## src/sv/crrf_pkg.sv

```systemverilog
package crrf_pkg;

  localparam int CHROM_W         = 8;
  localparam int POS_W           = 32;
  localparam int COVER_W         = 24;
  localparam int LEN_OUT_W       = 32;
  localparam int THR_W           = 16;
  localparam int REGION_FLOOR_W  = 32;

  localparam int POS_BITS        = 32;
  localparam int CHROM_BITS      = 8;
  localparam int COVER_FRAC_BITS = 8;
  localparam int THR_FRAC_BITS   = 8;
  localparam int THR_ONE         = 1 << THR_FRAC_BITS;

  localparam int PROD_A          = THR_W + COVER_W;
  localparam int PROD_B          = THR_W + COVER_FRAC_BITS;
  localparam int PROD_C          = COVER_W + THR_FRAC_BITS;
  localparam int PROD_AB         = (PROD_A > PROD_B) ? PROD_A : PROD_B;
  localparam int PROD_W          = (PROD_AB > PROD_C) ? PROD_AB : PROD_C;

  localparam int QDEPTH          = 4;
  localparam int QAW             = $clog2(QDEPTH);

  localparam int CFG_AW          = 4;
  localparam int CFG_DW          = 32;

  localparam logic [1:0] REG_COVER_FLOOR  = 2'd0;
  localparam logic [1:0] REG_REGION_FLOOR = 2'd1;
  localparam logic [1:0] REG_RATIO_THR    = 2'd2;

  typedef logic [CHROM_BITS-1:0]     chrom_t;
  typedef logic [POS_BITS-1:0]       pos_t;
  typedef logic [COVER_W-1:0]        cover_t;
  typedef logic [THR_W-1:0]          thr_t;
  typedef logic [PROD_W-1:0]         prod_t;
  typedef logic [REGION_FLOOR_W-1:0] region_floor_t;

  typedef struct packed {
    chrom_t chrom;
    pos_t   pos;
    logic   valid;
    logic   last;
  } item_t;

  typedef struct packed {
    cover_t        cover_floor;
    region_floor_t region_floor;
    thr_t          ratio_threshold;
  } cfg_t;

endpackage

```

## src/sv/crrf_in_if.sv

```systemverilog
interface crrf_in_if import crrf_pkg::*; ();
  logic                 valid;
  logic                 ready;
  logic [CHROM_W-1:0]   chrom_id;
  logic [POS_W-1:0]     base_pos;
  logic [COVER_W-1:0]   sample_cover;
  logic [COVER_W-1:0]   control_cover;
  logic                 stream_end;

  modport source(output valid, chrom_id, base_pos, sample_cover, control_cover, stream_end,
                 input ready);
  modport sink(input valid, chrom_id, base_pos, sample_cover, control_cover, stream_end,
               output ready);
endinterface

```

## src/sv/crrf_out_if.sv

```systemverilog
interface crrf_out_if import crrf_pkg::*; ();
  logic                 valid;
  logic                 ready;
  logic [CHROM_W-1:0]   region_chrom;
  logic [POS_W-1:0]     region_first;
  logic [POS_W-1:0]     region_last;
  logic [LEN_OUT_W-1:0] region_length;

  modport source(output valid, region_chrom, region_first, region_last, region_length,
                 input ready);
  modport sink(input valid, region_chrom, region_first, region_last, region_length,
               output ready);
endinterface

```

## src/sv/crrf_front.sv

```systemverilog
module crrf_front import crrf_pkg::*; (
  input  logic         clk,
  input  logic         rst_n,
  input  cfg_t         cfg,
  crrf_in_if.sink      in_ch,
  input  logic         q_full,
  output logic         q_push,
  output item_t        q_data
);

  logic   s1_v_r, s1_v_nxt;
  chrom_t s1_chrom_r;
  pos_t   s1_pos_r;
  logic   s1_last_r;
  cover_t s1_s_r, s1_c_r;
  prod_t  s1_prod_s_r, s1_prod_c_r;
  logic   take;
  logic   enough, ratio;

  function automatic logic ratio_ok(input cover_t num, input cover_t den, input prod_t prod_den,
                                    input thr_t thr, input cover_t mc);
    prod_t scaled;
    prod_t thr_scaled;
    logic  res;
    scaled     = prod_t'(num) << THR_FRAC_BITS;
    thr_scaled = prod_t'(thr) << COVER_FRAC_BITS;
    if (den == '0 || num == den) begin
      if (mc <= num) res = (thr_scaled <= scaled);
      else res = (prod_t'(thr) <= prod_t'(THR_ONE));
    end else begin
      res = (prod_den <= scaled);
    end
    return res;
  endfunction

  assign in_ch.ready = !s1_v_r || !q_full;
  assign take        = in_ch.valid && in_ch.ready;
  assign q_push      = s1_v_r && !q_full;

  always_comb begin
    if (take) s1_v_nxt = 1'b1;
    else if (q_push) s1_v_nxt = 1'b0;
    else s1_v_nxt = s1_v_r;
  end

  always_ff @(posedge clk) begin
    if (!rst_n) begin
      s1_v_r <= 1'b0;
    end else begin
      s1_v_r <= s1_v_nxt;
    end
  end

  always_ff @(posedge clk) begin
    if (take) begin
      s1_chrom_r  <= chrom_t'(in_ch.chrom_id);
      s1_pos_r    <= pos_t'(in_ch.base_pos);
      s1_last_r   <= in_ch.stream_end;
      s1_s_r      <= in_ch.sample_cover;
      s1_c_r      <= in_ch.control_cover;
      s1_prod_s_r <= prod_t'(cfg.ratio_threshold) * prod_t'(in_ch.sample_cover);
      s1_prod_c_r <= prod_t'(cfg.ratio_threshold) * prod_t'(in_ch.control_cover);
    end
  end

  always_comb begin
    enough = (cfg.cover_floor <= s1_s_r) || (cfg.cover_floor <= s1_c_r);
    ratio  = ratio_ok(s1_s_r, s1_c_r, s1_prod_c_r, cfg.ratio_threshold, cfg.cover_floor) ||
             ratio_ok(s1_c_r, s1_s_r, s1_prod_s_r, cfg.ratio_threshold, cfg.cover_floor);
    q_data.chrom = s1_chrom_r;
    q_data.pos   = s1_pos_r;
    q_data.valid = enough && ratio;
    q_data.last  = s1_last_r;
  end

endmodule

```

## src/sv/crrf_queue.sv

```systemverilog
module crrf_queue import crrf_pkg::*; (
  input  logic  clk,
  input  logic  rst_n,
  input  logic  push,
  input  item_t push_data,
  input  logic  pop,
  output item_t head,
  output logic  full,
  output logic  empty
);

  item_t          mem_r [QDEPTH];
  logic [QAW-1:0] wr_ptr_r, wr_ptr_nxt;
  logic [QAW-1:0] rd_ptr_r, rd_ptr_nxt;
  logic [QAW:0]   count_r, count_nxt;

  assign full  = (count_r == (QAW+1)'(QDEPTH));
  assign empty = (count_r == '0);
  assign head  = mem_r[rd_ptr_r];

  always_comb begin
    wr_ptr_nxt = wr_ptr_r;
    rd_ptr_nxt = rd_ptr_r;
    count_nxt  = count_r;
    if (push) wr_ptr_nxt = (wr_ptr_r == QAW'(QDEPTH-1)) ? '0 : wr_ptr_r + 1'b1;
    if (pop) rd_ptr_nxt = (rd_ptr_r == QAW'(QDEPTH-1)) ? '0 : rd_ptr_r + 1'b1;
    if (push && !pop) count_nxt = count_r + 1'b1;
    else if (pop && !push) count_nxt = count_r - 1'b1;
  end

  always_ff @(posedge clk) begin
    if (!rst_n) begin
      wr_ptr_r <= '0;
      rd_ptr_r <= '0;
      count_r  <= '0;
    end else begin
      wr_ptr_r <= wr_ptr_nxt;
      rd_ptr_r <= rd_ptr_nxt;
      count_r  <= count_nxt;
    end
  end

  always_ff @(posedge clk) begin
    if (push) mem_r[wr_ptr_r] <= push_data;
  end

endmodule

```

## src/sv/crrf_back.sv

```systemverilog
module crrf_back import crrf_pkg::*; (
  input  logic          clk,
  input  logic          rst_n,
  input  region_floor_t region_floor,
  input  item_t         head,
  input  logic          q_empty,
  output logic          q_pop,
  crrf_out_if.source    out_ch
);

  localparam int LEN_W = (POS_BITS + 1 > LEN_OUT_W + 1) ? POS_BITS + 1 : LEN_OUT_W + 1;

  logic   open_r, open_nxt;
  chrom_t run_chrom_r;
  pos_t   run_first_r, run_last_r;
  logic   out_v_r, out_v_nxt;
  chrom_t out_chrom_r;
  pos_t   out_first_r, out_last_r;
  logic [LEN_OUT_W-1:0] out_len_r;

  logic       cont, emit, len_ok;
  pos_t       cand_last, diff;
  logic [LEN_W-1:0] len;
  logic [LEN_OUT_W-1:0] len_sat;

  assign q_pop = !q_empty && (!out_v_r || out_ch.ready);

  always_comb begin
    cont = open_r && head.valid && head.chrom == run_chrom_r &&
           ({1'b0, head.pos} <= {1'b0, run_last_r} + (POS_BITS+1)'(1));
    cand_last = cont ? head.pos : run_last_r;
    diff    = (cand_last >= run_first_r) ? cand_last - run_first_r : run_first_r - cand_last;
    len     = LEN_W'(diff) + LEN_W'(1);
    len_ok  = (len > LEN_W'(1)) && (LEN_W'(region_floor) <= len);
    len_sat = (len > LEN_W'({LEN_OUT_W{1'b1}})) ? {LEN_OUT_W{1'b1}} : LEN_OUT_W'(len);
    emit    = cont ? (head.last && len_ok) : (open_r && len_ok);

    if (cont) open_nxt = !head.last;
    else open_nxt = head.valid && !head.last;
    if (!q_pop) open_nxt = open_r;

    if (q_pop) out_v_nxt = emit;
    else out_v_nxt = out_v_r && !out_ch.ready;
  end

  always_ff @(posedge clk) begin
    if (!rst_n) begin
      open_r  <= 1'b0;
      out_v_r <= 1'b0;
    end else begin
      open_r  <= open_nxt;
      out_v_r <= out_v_nxt;
    end
  end

  always_ff @(posedge clk) begin
    if (q_pop) begin
      if (cont) begin
        run_last_r <= head.pos;
      end else if (head.valid) begin
        run_chrom_r <= head.chrom;
        run_first_r <= head.pos;
        run_last_r  <= head.pos;
      end
      if (emit) begin
        out_chrom_r <= run_chrom_r;
        out_first_r <= run_first_r;
        out_last_r  <= cand_last;
        out_len_r   <= len_sat;
      end
    end
  end

  assign out_ch.valid         = out_v_r;
  assign out_ch.region_chrom  = CHROM_W'(out_chrom_r);
  assign out_ch.region_first  = POS_W'(out_first_r);
  assign out_ch.region_last   = POS_W'(out_last_r);
  assign out_ch.region_length = out_len_r;

endmodule

```

## src/sv/coverage_ratio_region_finder.sv

```systemverilog
// Channel   Dir  Handshake      Payload
// in_ch     in   valid/ready    chrom_id, base_pos, sample_cover, control_cover, stream_end
// out_ch    out  valid/ready    region_chrom, region_first, region_last, region_length
// apb       in   psel/penable   paddr, pwdata, prdata (pready tied high)
//
// One position per cycle sustained while out_ch accepts; an input passes front register, queue, output register:
// ratio products at the transfer, validity compare into a 4-entry queue, then run update.
// The run tracker pops one item per cycle while the output register is free.
// Synchronous active-low reset empties the pipeline and queue, closes any run,
// and restores the register defaults. Stalls on either side are absorbed by
// the queue; in_ch.ready drops only once the queue and front stage are full.
module coverage_ratio_region_finder import crrf_pkg::*; (
  input  logic              clk,
  input  logic              rst_n,
  crrf_in_if.sink           in_ch,
  crrf_out_if.source        out_ch,
  input  logic              psel,
  input  logic              penable,
  input  logic              pwrite,
  input  logic [CFG_AW-1:0] paddr,
  input  logic [CFG_DW-1:0] pwdata,
  output logic [CFG_DW-1:0] prdata,
  output logic              pready
);

  cfg_t  cfg_r, cfg_nxt;
  logic  wr_en;
  logic  q_push, q_pop, q_full, q_empty;
  item_t q_in, q_head;

  assign pready = 1'b1;
  assign wr_en  = psel && penable && pwrite && pready;

  always_comb begin
    cfg_nxt = cfg_r;
    if (wr_en) begin
      case (paddr[3:2])
        REG_COVER_FLOOR:  cfg_nxt.cover_floor     = COVER_W'(pwdata);
        REG_REGION_FLOOR: cfg_nxt.region_floor    = REGION_FLOOR_W'(pwdata);
        REG_RATIO_THR:    cfg_nxt.ratio_threshold = THR_W'(pwdata);
        default: ;
      endcase
    end
  end

  always_ff @(posedge clk) begin
    if (!rst_n) begin
      cfg_r.cover_floor     <= '0;
      cfg_r.region_floor    <= REGION_FLOOR_W'(2);
      cfg_r.ratio_threshold <= THR_W'(512);
    end else begin
      cfg_r <= cfg_nxt;
    end
  end

  always_comb begin
    case (paddr[3:2])
      REG_COVER_FLOOR:  prdata = CFG_DW'(cfg_r.cover_floor);
      REG_REGION_FLOOR: prdata = CFG_DW'(cfg_r.region_floor);
      REG_RATIO_THR:    prdata = CFG_DW'(cfg_r.ratio_threshold);
      default:          prdata = '0;
    endcase
  end

  crrf_front u_front (
    .clk    (clk),
    .rst_n  (rst_n),
    .cfg    (cfg_r),
    .in_ch  (in_ch),
    .q_full (q_full),
    .q_push (q_push),
    .q_data (q_in)
  );

  crrf_queue u_queue (
    .clk       (clk),
    .rst_n     (rst_n),
    .push      (q_push),
    .push_data (q_in),
    .pop       (q_pop),
    .head      (q_head),
    .full      (q_full),
    .empty     (q_empty)
  );

  crrf_back u_back (
    .clk          (clk),
    .rst_n        (rst_n),
    .region_floor (cfg_r.region_floor),
    .head         (q_head),
    .q_empty      (q_empty),
    .q_pop        (q_pop),
    .out_ch       (out_ch)
  );

  a_short_region: assert property (@(posedge clk) disable iff (!rst_n)
    out_ch.valid |-> out_ch.region_length > LEN_OUT_W'(1))
    else $error("region shorter than two positions");

  a_ready_full: assert property (@(posedge clk) disable iff (!rst_n)
    !in_ch.ready |-> q_full)
    else $error("input stalled while queue has room");

  a_full_empty: assert property (@(posedge clk) disable iff (!rst_n)
    q_full |-> !q_empty)
    else $error("queue full and empty together");

  a_pop_stall: assert property (@(posedge clk) disable iff (!rst_n)
    q_pop |-> (!out_ch.valid || out_ch.ready))
    else $error("queue popped while result is stalled");

endmodule
```

## src/flat_wrapper.sv

```systemverilog
// flat-port wrapper written by rule: the top's interface ports become plain ports
module coverage_ratio_region_finder_flat import crrf_pkg::*;
  (clk, rst_n, psel, penable, pwrite, paddr, pwdata, prdata, pready, in_ch_valid, in_ch_chrom_id, in_ch_base_pos, in_ch_sample_cover, in_ch_control_cover, in_ch_stream_end, in_ch_ready, out_ch_valid, out_ch_region_chrom, out_ch_region_first, out_ch_region_last, out_ch_region_length, out_ch_ready);
  crrf_in_if in_ch_i ();
  crrf_out_if out_ch_i ();
  input  logic clk;
  input  logic rst_n;
  input  logic psel;
  input  logic penable;
  input  logic pwrite;
  input  logic [CFG_AW-1:0] paddr;
  input  logic [CFG_DW-1:0] pwdata;
  output logic [CFG_DW-1:0] prdata;
  output logic pready;
  input wire logic [$bits(in_ch_i.valid)-1:0] in_ch_valid;
  input wire logic [$bits(in_ch_i.chrom_id)-1:0] in_ch_chrom_id;
  input wire logic [$bits(in_ch_i.base_pos)-1:0] in_ch_base_pos;
  input wire logic [$bits(in_ch_i.sample_cover)-1:0] in_ch_sample_cover;
  input wire logic [$bits(in_ch_i.control_cover)-1:0] in_ch_control_cover;
  input wire logic [$bits(in_ch_i.stream_end)-1:0] in_ch_stream_end;
  output wire logic [$bits(in_ch_i.ready)-1:0] in_ch_ready;
  output wire logic [$bits(out_ch_i.valid)-1:0] out_ch_valid;
  output wire logic [$bits(out_ch_i.region_chrom)-1:0] out_ch_region_chrom;
  output wire logic [$bits(out_ch_i.region_first)-1:0] out_ch_region_first;
  output wire logic [$bits(out_ch_i.region_last)-1:0] out_ch_region_last;
  output wire logic [$bits(out_ch_i.region_length)-1:0] out_ch_region_length;
  input wire logic [$bits(out_ch_i.ready)-1:0] out_ch_ready;
  assign in_ch_i.valid = in_ch_valid;
  assign in_ch_i.chrom_id = in_ch_chrom_id;
  assign in_ch_i.base_pos = in_ch_base_pos;
  assign in_ch_i.sample_cover = in_ch_sample_cover;
  assign in_ch_i.control_cover = in_ch_control_cover;
  assign in_ch_i.stream_end = in_ch_stream_end;
  assign in_ch_ready = in_ch_i.ready;
  assign out_ch_valid = out_ch_i.valid;
  assign out_ch_region_chrom = out_ch_i.region_chrom;
  assign out_ch_region_first = out_ch_i.region_first;
  assign out_ch_region_last = out_ch_i.region_last;
  assign out_ch_region_length = out_ch_i.region_length;
  assign out_ch_i.ready = out_ch_ready;
  coverage_ratio_region_finder u_core (.clk(clk), .rst_n(rst_n), .in_ch(in_ch_i), .out_ch(out_ch_i), .psel(psel), .penable(penable), .pwrite(pwrite), .paddr(paddr), .pwdata(pwdata), .prdata(prdata), .pready(pready));
endmodule
```

## config.mk

```make
export PLATFORM = sky130hd
export DESIGN_NAME = coverage_ratio_region_finder_flat
export DESIGN_NICKNAME = d
export VERILOG_FILES = /design/src/sv/crrf_pkg.sv /design/src/sv/crrf_in_if.sv /design/src/sv/crrf_out_if.sv /design/src/sv/crrf_front.sv /design/src/sv/crrf_queue.sv /design/src/sv/crrf_back.sv /design/src/sv/coverage_ratio_region_finder.sv /design/src/flat_wrapper.sv
export SDC_FILE = /design/constraint.sdc
export NUM_CORES = 2
export LEC_CHECK = 0
export BUFFER_PORTS_ARGS = -buffer_cell sky130_fd_sc_hd__buf_2
export CAP_MARGIN = 10
export CORE_MARGIN = 5
export CORE_UTILIZATION = 40
export CTS_BUF_LIST = sky130_fd_sc_hd__clkbuf_16
export DETAILED_ROUTE_END_ITERATION = 7
export PLACE_DENSITY = 0.57
export SLEW_MARGIN = 20
export SYNTH_ARGS = -nofsm -noshare
export SYNTH_HDL_FRONTEND = slang
export SYNTH_HIERARCHICAL = 1
export SYNTH_SLANG_ARGS = --single-unit
```

## constraint.sdc

```tcl
create_clock -name clk -period 36.5 [get_ports clk]
set_clock_uncertainty 0.2 [all_clocks]
set_input_delay 3.65 -clock clk [delete_from_list [all_inputs] [get_ports clk]]
set_output_delay 3.65 -clock clk [all_outputs]
set_load 0.03 [all_outputs]
```

### Yosys cells after proc, flatten, opt, wreduce, memory -nomap -nowiden

Memories as Yosys holds them, arrays and structs flattened. A register that Yosys moved wholly into a read port is not among the register bits.
Index checks and enable logic that the tools add are counted.

| storage, ports and cells | value |
|---|---|
| bits in latches | 0 |
| memories kept | 1 |
| logic and storage cells | 120 |
| flip-flop bits (word level) | 427 |
| ROM bits | 0 |
| memory bits (writable) | 168 |
| output and inout port bits | 139 |

Memory list:

| name | words | width | read ports | clocked after memory_dff | wr ports | RTL line | source |
|---|---|---|---|---|---|---|---|
| u_core.u_queue.mem_r | 4 | 42 | 1 | 1 | 1 | crrf_queue.sv:12 | `item_t mem_r [QDEPTH];` |

| operators by class | value |
|---|---|
| equal/unequal tests | 8 |
| multiply operators | 2 |
| add/sub/neg operators | 8 |
| reduce and logical (&&, ||, !) cells | 43 |
| muxes and demuxes | 22 |
| $lt $le $gt $ge | 12 |
| shift-type cells | 0 |
| bitwise gates (word level) | 1 |
| div/mod/pow operators | 0 |

Operator list:

| kind | number |
|---|---|
| $mux W32 | 4 |
| $pmux W32 S3 | 1 |
| $le A40 B32 Y1 | 2 |
| $mul A16 B24 Y40 | 2 |
| $add A32 B1 Y33 const B | 2 |
| $le A32 B33 Y1 | 2 |
| $le A24 B32 Y1 | 2 |
| $sub A32 B32 Y32 | 2 |
| $eq A24 B24 Y1 | 2 |
| $le A24 B24 Y1 | 2 |
| $logic_not A24 Y1 | 2 |
| $gt A33 B1 Y1 const B | 1 |
| $gt A33 B32 Y1 const B | 1 |
| $ge A32 B32 Y1 | 1 |
| $le A16 B9 Y1 const B | 1 |
| $logic_and A1 B1 Y1 | 16 |
| $mux W1 | 11 |
| $reduce_and A2 Y1 | 5 |
| $eq A8 B8 Y1 | 1 |
| $logic_not A1 Y1 | 8 |
| $mux W2 | 4 |
| $eq A2 B2 Y1 const B | 3 |
| $logic_or A1 B1 Y1 | 6 |
| $mux W3 | 2 |
| 10 further kinds | 13 |

### Logic depth before layout (Yosys ltp)

| depth | value |
|---|---|
| depth in word-level cells | 12 |
| depth in mapped cells | 56 |
| mapped depth without buffers | 51 |

### Modules after synthesis

Netlist, hierarchy kept.

By module, submodules not included:

| module | cells each | times used | area an instance (um^2) |
|---|---|---|---|
| crrf_front | 3525 | 1 | 33534.7 |
| crrf_back | 1379 | 1 | 13713.2 |
| crrf_queue | 264 | 1 | 6571.3 |
| coverage_ratio_region_finder | 359 | 1 | 3269.4 |

### Least setup slack after synthesis

Ideal clock, no wire load.

| timing path | value |
|---|---|
| path type | register -> register |
| start | reg u_core.u_back.run_last_r[2] |
| end | reg u_core.u_back.out_chrom_r[0], in the netlist u_core/u_back/out_ch.region_chrom[0] (enable) |
| cell stages (with the launch flop) | 53 |
| buffers on the path | 7 |
| arrival time | 15706 ps |
| slack | 19965 ps |
| clock period less this slack | 16535 ps |
| path through | edfxtp_1 -> and3_1 -> nand3_1 -> or3_1 -> nor2_1 -> nand3_1 -> xor2_1 -> ha_1 -> a21o_1 -> a21o_1 -> a21o_1 -> a21o_1 -> a21oi_1 -> nor2b_1 -> o21ai_0 -> o311ai_0 -> a2111oi_1 -> clkbuf_1 -> (+17 left out) -> a311oi_1 -> a221oi_2 -> and2_1 -> buf_4 -> nand4_1 -> nand3b_1 -> xor2_1 -> ha_1 -> o21ai_0 -> nand2b_1 -> a21oi_1 -> nor2b_1 -> o21ai_0 -> nand2b_1 -> or3_1 -> a311oi_1 -> a31oi_2 -> a31oi_1 |

| between the ends | value |
|---|---|
| cells in the longest elaborated chain, start to end | 12 |

RTL lines:

| what | RTL line | source |
|---|---|---|
| start, declared | crrf_back.sv:15 | `pos_t run_first_r, run_last_r;` |
| start signal, assigned | crrf_back.sv:59 | `run_last_r <= head.pos;` |
| start signal, assigned | crrf_back.sv:63 | `run_last_r <= head.pos;` |
| $add A32 B1 Y33 * | crrf_back.sv:30 | `({1'b0, head.pos} <= {1'b0, run_last_r} + (POS_BITS+1)'(1));` |
| $le A32 B33 Y1 * | crrf_back.sv:30 |  |
| $logic_and A1 B1 Y1 * | crrf_back.sv:29 | `cont = open_r && head.valid && head.chrom == run_chrom_r &&` |
| $mux W32 * | crrf_back.sv:31 | `cand_last = cont ? head.pos : run_last_r;` |
| via u_core.u_back.cand_last[3] | crrf_back.sv:22 | `pos_t cand_last, diff;` |
| $sub A32 B32 Y32 / $ge A32 B32 Y1 (equally long branches) | crrf_back.sv:32 | `diff = (cand_last >= run_first_r) ? cand_last - run_first_r : run_first_r - cand_last;` |
| $mux W32 * | crrf_back.sv:32 |  |
| $add A32 B1 Y33 * | crrf_back.sv:33 | `len = LEN_W'(diff) + LEN_W'(1);` |
| $gt A33 B1 Y1 / $le A32 B33 Y1 (equally long branches) | crrf_back.sv:34 | `len_ok = (len > LEN_W'(1)) && (LEN_W'(region_floor) <= len);` |
| $logic_and A1 B1 Y1 * | crrf_back.sv:34 |  |
| $logic_and A1 B1 Y1 | crrf_back.sv:36 | `emit = cont ? (head.last && len_ok) : (open_r && len_ok);` |
| $mux W1 * | crrf_back.sv:36 |  |
| $reduce_and A2 Y1 (no source line) * | -- |  |
| end signal, assigned | crrf_back.sv:66 | `out_chrom_r <= run_chrom_r;` |
| end, declared | crrf_back.sv:17 | `chrom_t out_chrom_r;` |

Mark *: on every way through the listed nets, which the timed path passes. The rest lies on a longest branch.
A chain may end at the register's enable or synchronous reset.

### Worst setup path in the final report

| timing path | value |
|---|---|
| start | reg u_core.u_back.run_last_r[2] |
| end | reg u_core.u_back.out_last_r[5], in the netlist u_core/u_back/out_ch.region_last[5] (enable) |

| between the ends | value |
|---|---|
| cells in the longest elaborated chain, start to end | 12 |

RTL lines:

| what | RTL line | source |
|---|---|---|
| $add A32 B1 Y33 * | crrf_back.sv:30 |  |
| $le A32 B33 Y1 * | crrf_back.sv:30 |  |
| $logic_and A1 B1 Y1 * | crrf_back.sv:29 |  |
| $mux W32 * | crrf_back.sv:31 |  |
| via u_core.u_back.cand_last[7] | crrf_back.sv:22 |  |
| $sub A32 B32 Y32 / $ge A32 B32 Y1 (equally long branches) | crrf_back.sv:32 |  |
| $mux W32 * | crrf_back.sv:32 |  |
| $add A32 B1 Y33 * | crrf_back.sv:33 |  |
| $gt A33 B1 Y1 / $le A32 B33 Y1 (equally long branches) | crrf_back.sv:34 |  |
| $logic_and A1 B1 Y1 * | crrf_back.sv:34 |  |
| $logic_and A1 B1 Y1 | crrf_back.sv:36 |  |
| $mux W1 * | crrf_back.sv:36 |  |
| $reduce_and A2 Y1 (no source line) * | -- |  |
| end signal, assigned | crrf_back.sv:68 | `out_last_r <= cand_last;` |
| end, declared | crrf_back.sv:18 | `pos_t out_first_r, out_last_r;` |

Marks and branches as above.

==> impl_metrics.csv <==
group,metric,value,unit
worst_setup_path,path_max_fanout,71,
clock_network,clock_latency,640,ps
synth,synth_edf_count,513,
timing,period_needed,14390,ps
die,design.core.area,0.142,mm²
clock_network,cts.path.max_buffers,3,
timing,setup_tns,0,ps
job,cap_violations,0,
detailed_routing,drc_errors,0,
detailed_routing,drt_wl_total,162,mm
worst_setup_path,start_kind,"flop",
global_route,overflow,0,
clock_network,h-tree-depth,3,
synth,synth_cells,5527,
timing,fin_crit_sh,39.4,%
detailed_routing,drtAntennaViolNets,0,
clock_network,post_cts_resized,0,
worst_setup_path,rr_worst_depth,48,
clock_network,cts_buffers,67,
die,die_width,388,µm
global_route,track_usage,21.3,%
synth,yosysUniqueCellTypes,118,
detailed_routing,wl_per_cell,21.2,µm
global_route,grt_pass1_wl,251,mm
synth,synth_area,0.0571,mm²
synth,synth_nets,6761,
layout,fin_nets,6901,
clock_network,clk_pin_slew_worst_paths,60,ps
detailed_routing,drtIter0Drc,2797,
detailed_routing,vias_per_cell,5.36,
synth,yosysMostFrequentCell,"inv_1",
worst_setup_path,cpPeakStageDelay,830,ps
synth,yosysTopAreaCell,"edfxtp_1",
worst_setup_path,worstPathArrival,14430,ps
global_route,antenna_found_initial,12,
min_path,hold_depth,0,
synth,yosys.area.top_type_share,27.0,%
layout,final_layout_size_suffix_gt1_share,9.81,%
power_and_ir_drop,peakVddDrop,50.5,µV
worst_setup_path,critPathRequiredTime,36540,ps
synth,synth_flop_cell,"edfxtp_1",
worst_setup_path,crit_path_end_kind,"flop",
clock_network,cts_tree,"yes",
die,initial_core_util,40.3,%
detailed_routing,dr.pass1.iters,6,
min_path,min_path_type,"reg -> reg",
worst_setup_path,cpMaxStageDelayCell,"buf_4",
worst_setup_path,worstSetupPathType,"reg -> reg",
outcome,status,"complete, no violations",
placed_design,port_buffers,267,
placed_design,placed_area,0.0600,mm²
clock_network,holdBufCountCts,0,
placed_design,placed_cells,7488,
clock_network,cts_root_buf,"clkbuf_16",
power_and_ir_drop,power.leakage,27.7,nW
synth,synth_area_leaders,"edfxtp_1 (27%), fa_1 (22%), ha_1 (11%)",
synth,yosysWarningCount,6,
die,fp.dieH,388,µm
detailed_routing,vias,40800,
placed_design,gp_congestion,0.912,
placed_design,dp_hpwl,121,mm
layout,stdcell_count,7612,
synth,ys_async_sr_fraction,0,%
global_route,grt_pass1_vias,42200,
global_route,grt_max_degree,80,
synth,yosys-top-cells-count,"inv_1 (854), nand2_1 (719), fa_1 (615)",
timing,worstMarginPinSlew,1090,ps
timing,setup_viol,0,
clock_network,cts_setup_buffers,0,
timing,max_slew_margin,27.3,%
die,dieArea,0.150,mm²
layout,syn_to_final_growth,8.89,%
timing,maxSlewViolCount,0,
power_and_ir_drop,power_density,54.1,mW/mm²
die,ios,271,
timing,rsz0062_at_grt,"false",
timing,finalHoldViolCount,0,
synth,ys_ff_latch,597,
layout,fin_area,0.0622,mm²
synth,ys_seq_area_share,29.9,%
clock_network,clock_sinks,597,
timing,max_freq,0.0695,GHz
die,rows,138,
synth,avgSynthCellArea,10.3,µm²
## final cells by class
cell class,count,area [µm²]
Multi-Input combinational cell,3841,35600
Fill cell,13500,79600
Clock buffer,68,1700
Clock inverter,52,502
Antenna cell,4,10.0
Timing Repair Buffer,306,1630
Inverter,854,3210
Sequential cell,597,17100
Tap cell,1890,2360
## path summary, 6_finish.rpt
check                               startpoint                                    to  slack [ps]
setup / recovery   u_core/u_back/run_last_r[2]   u_core/u_back/out_ch.region_last[5]       22110
hold reg to reg   u_core/u_back/run_chrom_r[5]  u_core/u_back/out_ch.region_chrom[5]         280
setup reg to reg   u_core/u_back/run_last_r[2]   u_core/u_back/out_ch.region_last[5]       22110
hold / removal    u_core/u_back/run_chrom_r[5]  u_core/u_back/out_ch.region_chrom[5]         280
## through the flow
stage | worst slack [ps] | utilization, % | hold WS, ps | power, mW
after global routing | 21220 | 43.8 | 292 | 3.59
after CTS | 22220 | 43.8 | 276 | 3.37
after global placement | 22460 | 42.3 | 257 | 2.67
after detailed placement | 22230 | 42.3 | 260 | 2.69
after floorplan | 19960 | - | 226 | 2.20
final | 22110 | 43.9 | 277 | 3.36
## routing by layer
layer / wire length, µm / track usage [%] / part of all wire [%]
met1: 72600 / 30.1 / 45
met2: 74600 / 34.3 / 46
met3: 10200 / 3.30 / 6.3
met4: 4180 / 5.86 / 2.6
met5: 26 / 0 / 0.016
## cells by family after synthesis
kind of cell               Yosys count  share of synthesized area [%]
muxes                              185                           4.25
and+or+nand+nor                   1613                           14.0
other                                1                        0.00657
xor gates and xnor gates           194                           3.03
DFF                                597                           29.9
adders and majority gates         1102                           32.2
AOI/OAI and AO/OA                  746                           8.83
buffers and inverters             1089                           7.71
## report_power, final
group          switching, mW  internal (mW)  total (mW)
Combinational           1.12          0.584        1.70
Sequential            0.0811          0.909       0.990
Clock                  0.289          0.381       0.670
Total                   1.49           1.87        3.36
## worst max-delay path, delay by kind of cell, from the launching register on
family          cells  cell delay [ps]
flops               1              410
fa+ha+maj           4             1360
buf+inv             4             1810
compound gates     16             4180
simple gates       20             4600
mux                 2              750
xor+xnor            2              500
## cell usage in the layout, fill, tap and decap left out, drive strengths merged, types with 111 or more instances in the layout
cell / Yosys / layout
buf: 75 / 306
mux2i: 111 / 111
edfxtp: 513 / 513
fa: 615 / 615
nor2: 149 / 149
o21ai: 149 / 149
inv: 854 / 872
nand2: 720 / 720
a21oi: 212 / 212
ha: 487 / 487
and2: 352 / 352
## registers in the layout (all words and copies together), names as in the netlist, 3 cells and up, named ones only
signal                              cells
u_core/u_back/out_ch.region_last       32
u_core/u_front/s1_c_r                  24
u_core/u_back/run_first_r              32
u_core/u_front/s1_prod_c_r             40
u_core/u_back/out_ch.region_first      32
u_core/u_back/run_last_r               32
u_core/u_back/out_ch.region_length     32
u_core/u_queue/count_r                  3
u_core/u_back/out_ch.region_chrom       8
u_core/u_front/s1_prod_s_r             40
u_core/u_queue/mem_r                  168
u_core/u_front/s1_chrom_r               8
u_core/u_front/s1_pos_r                32
u_core/u_front/s1_s_r                  24
u_core/u_back/run_chrom_r               8
u_core/cfg_r                           72
Note: power is estimated with default switching activity, not from simulation.
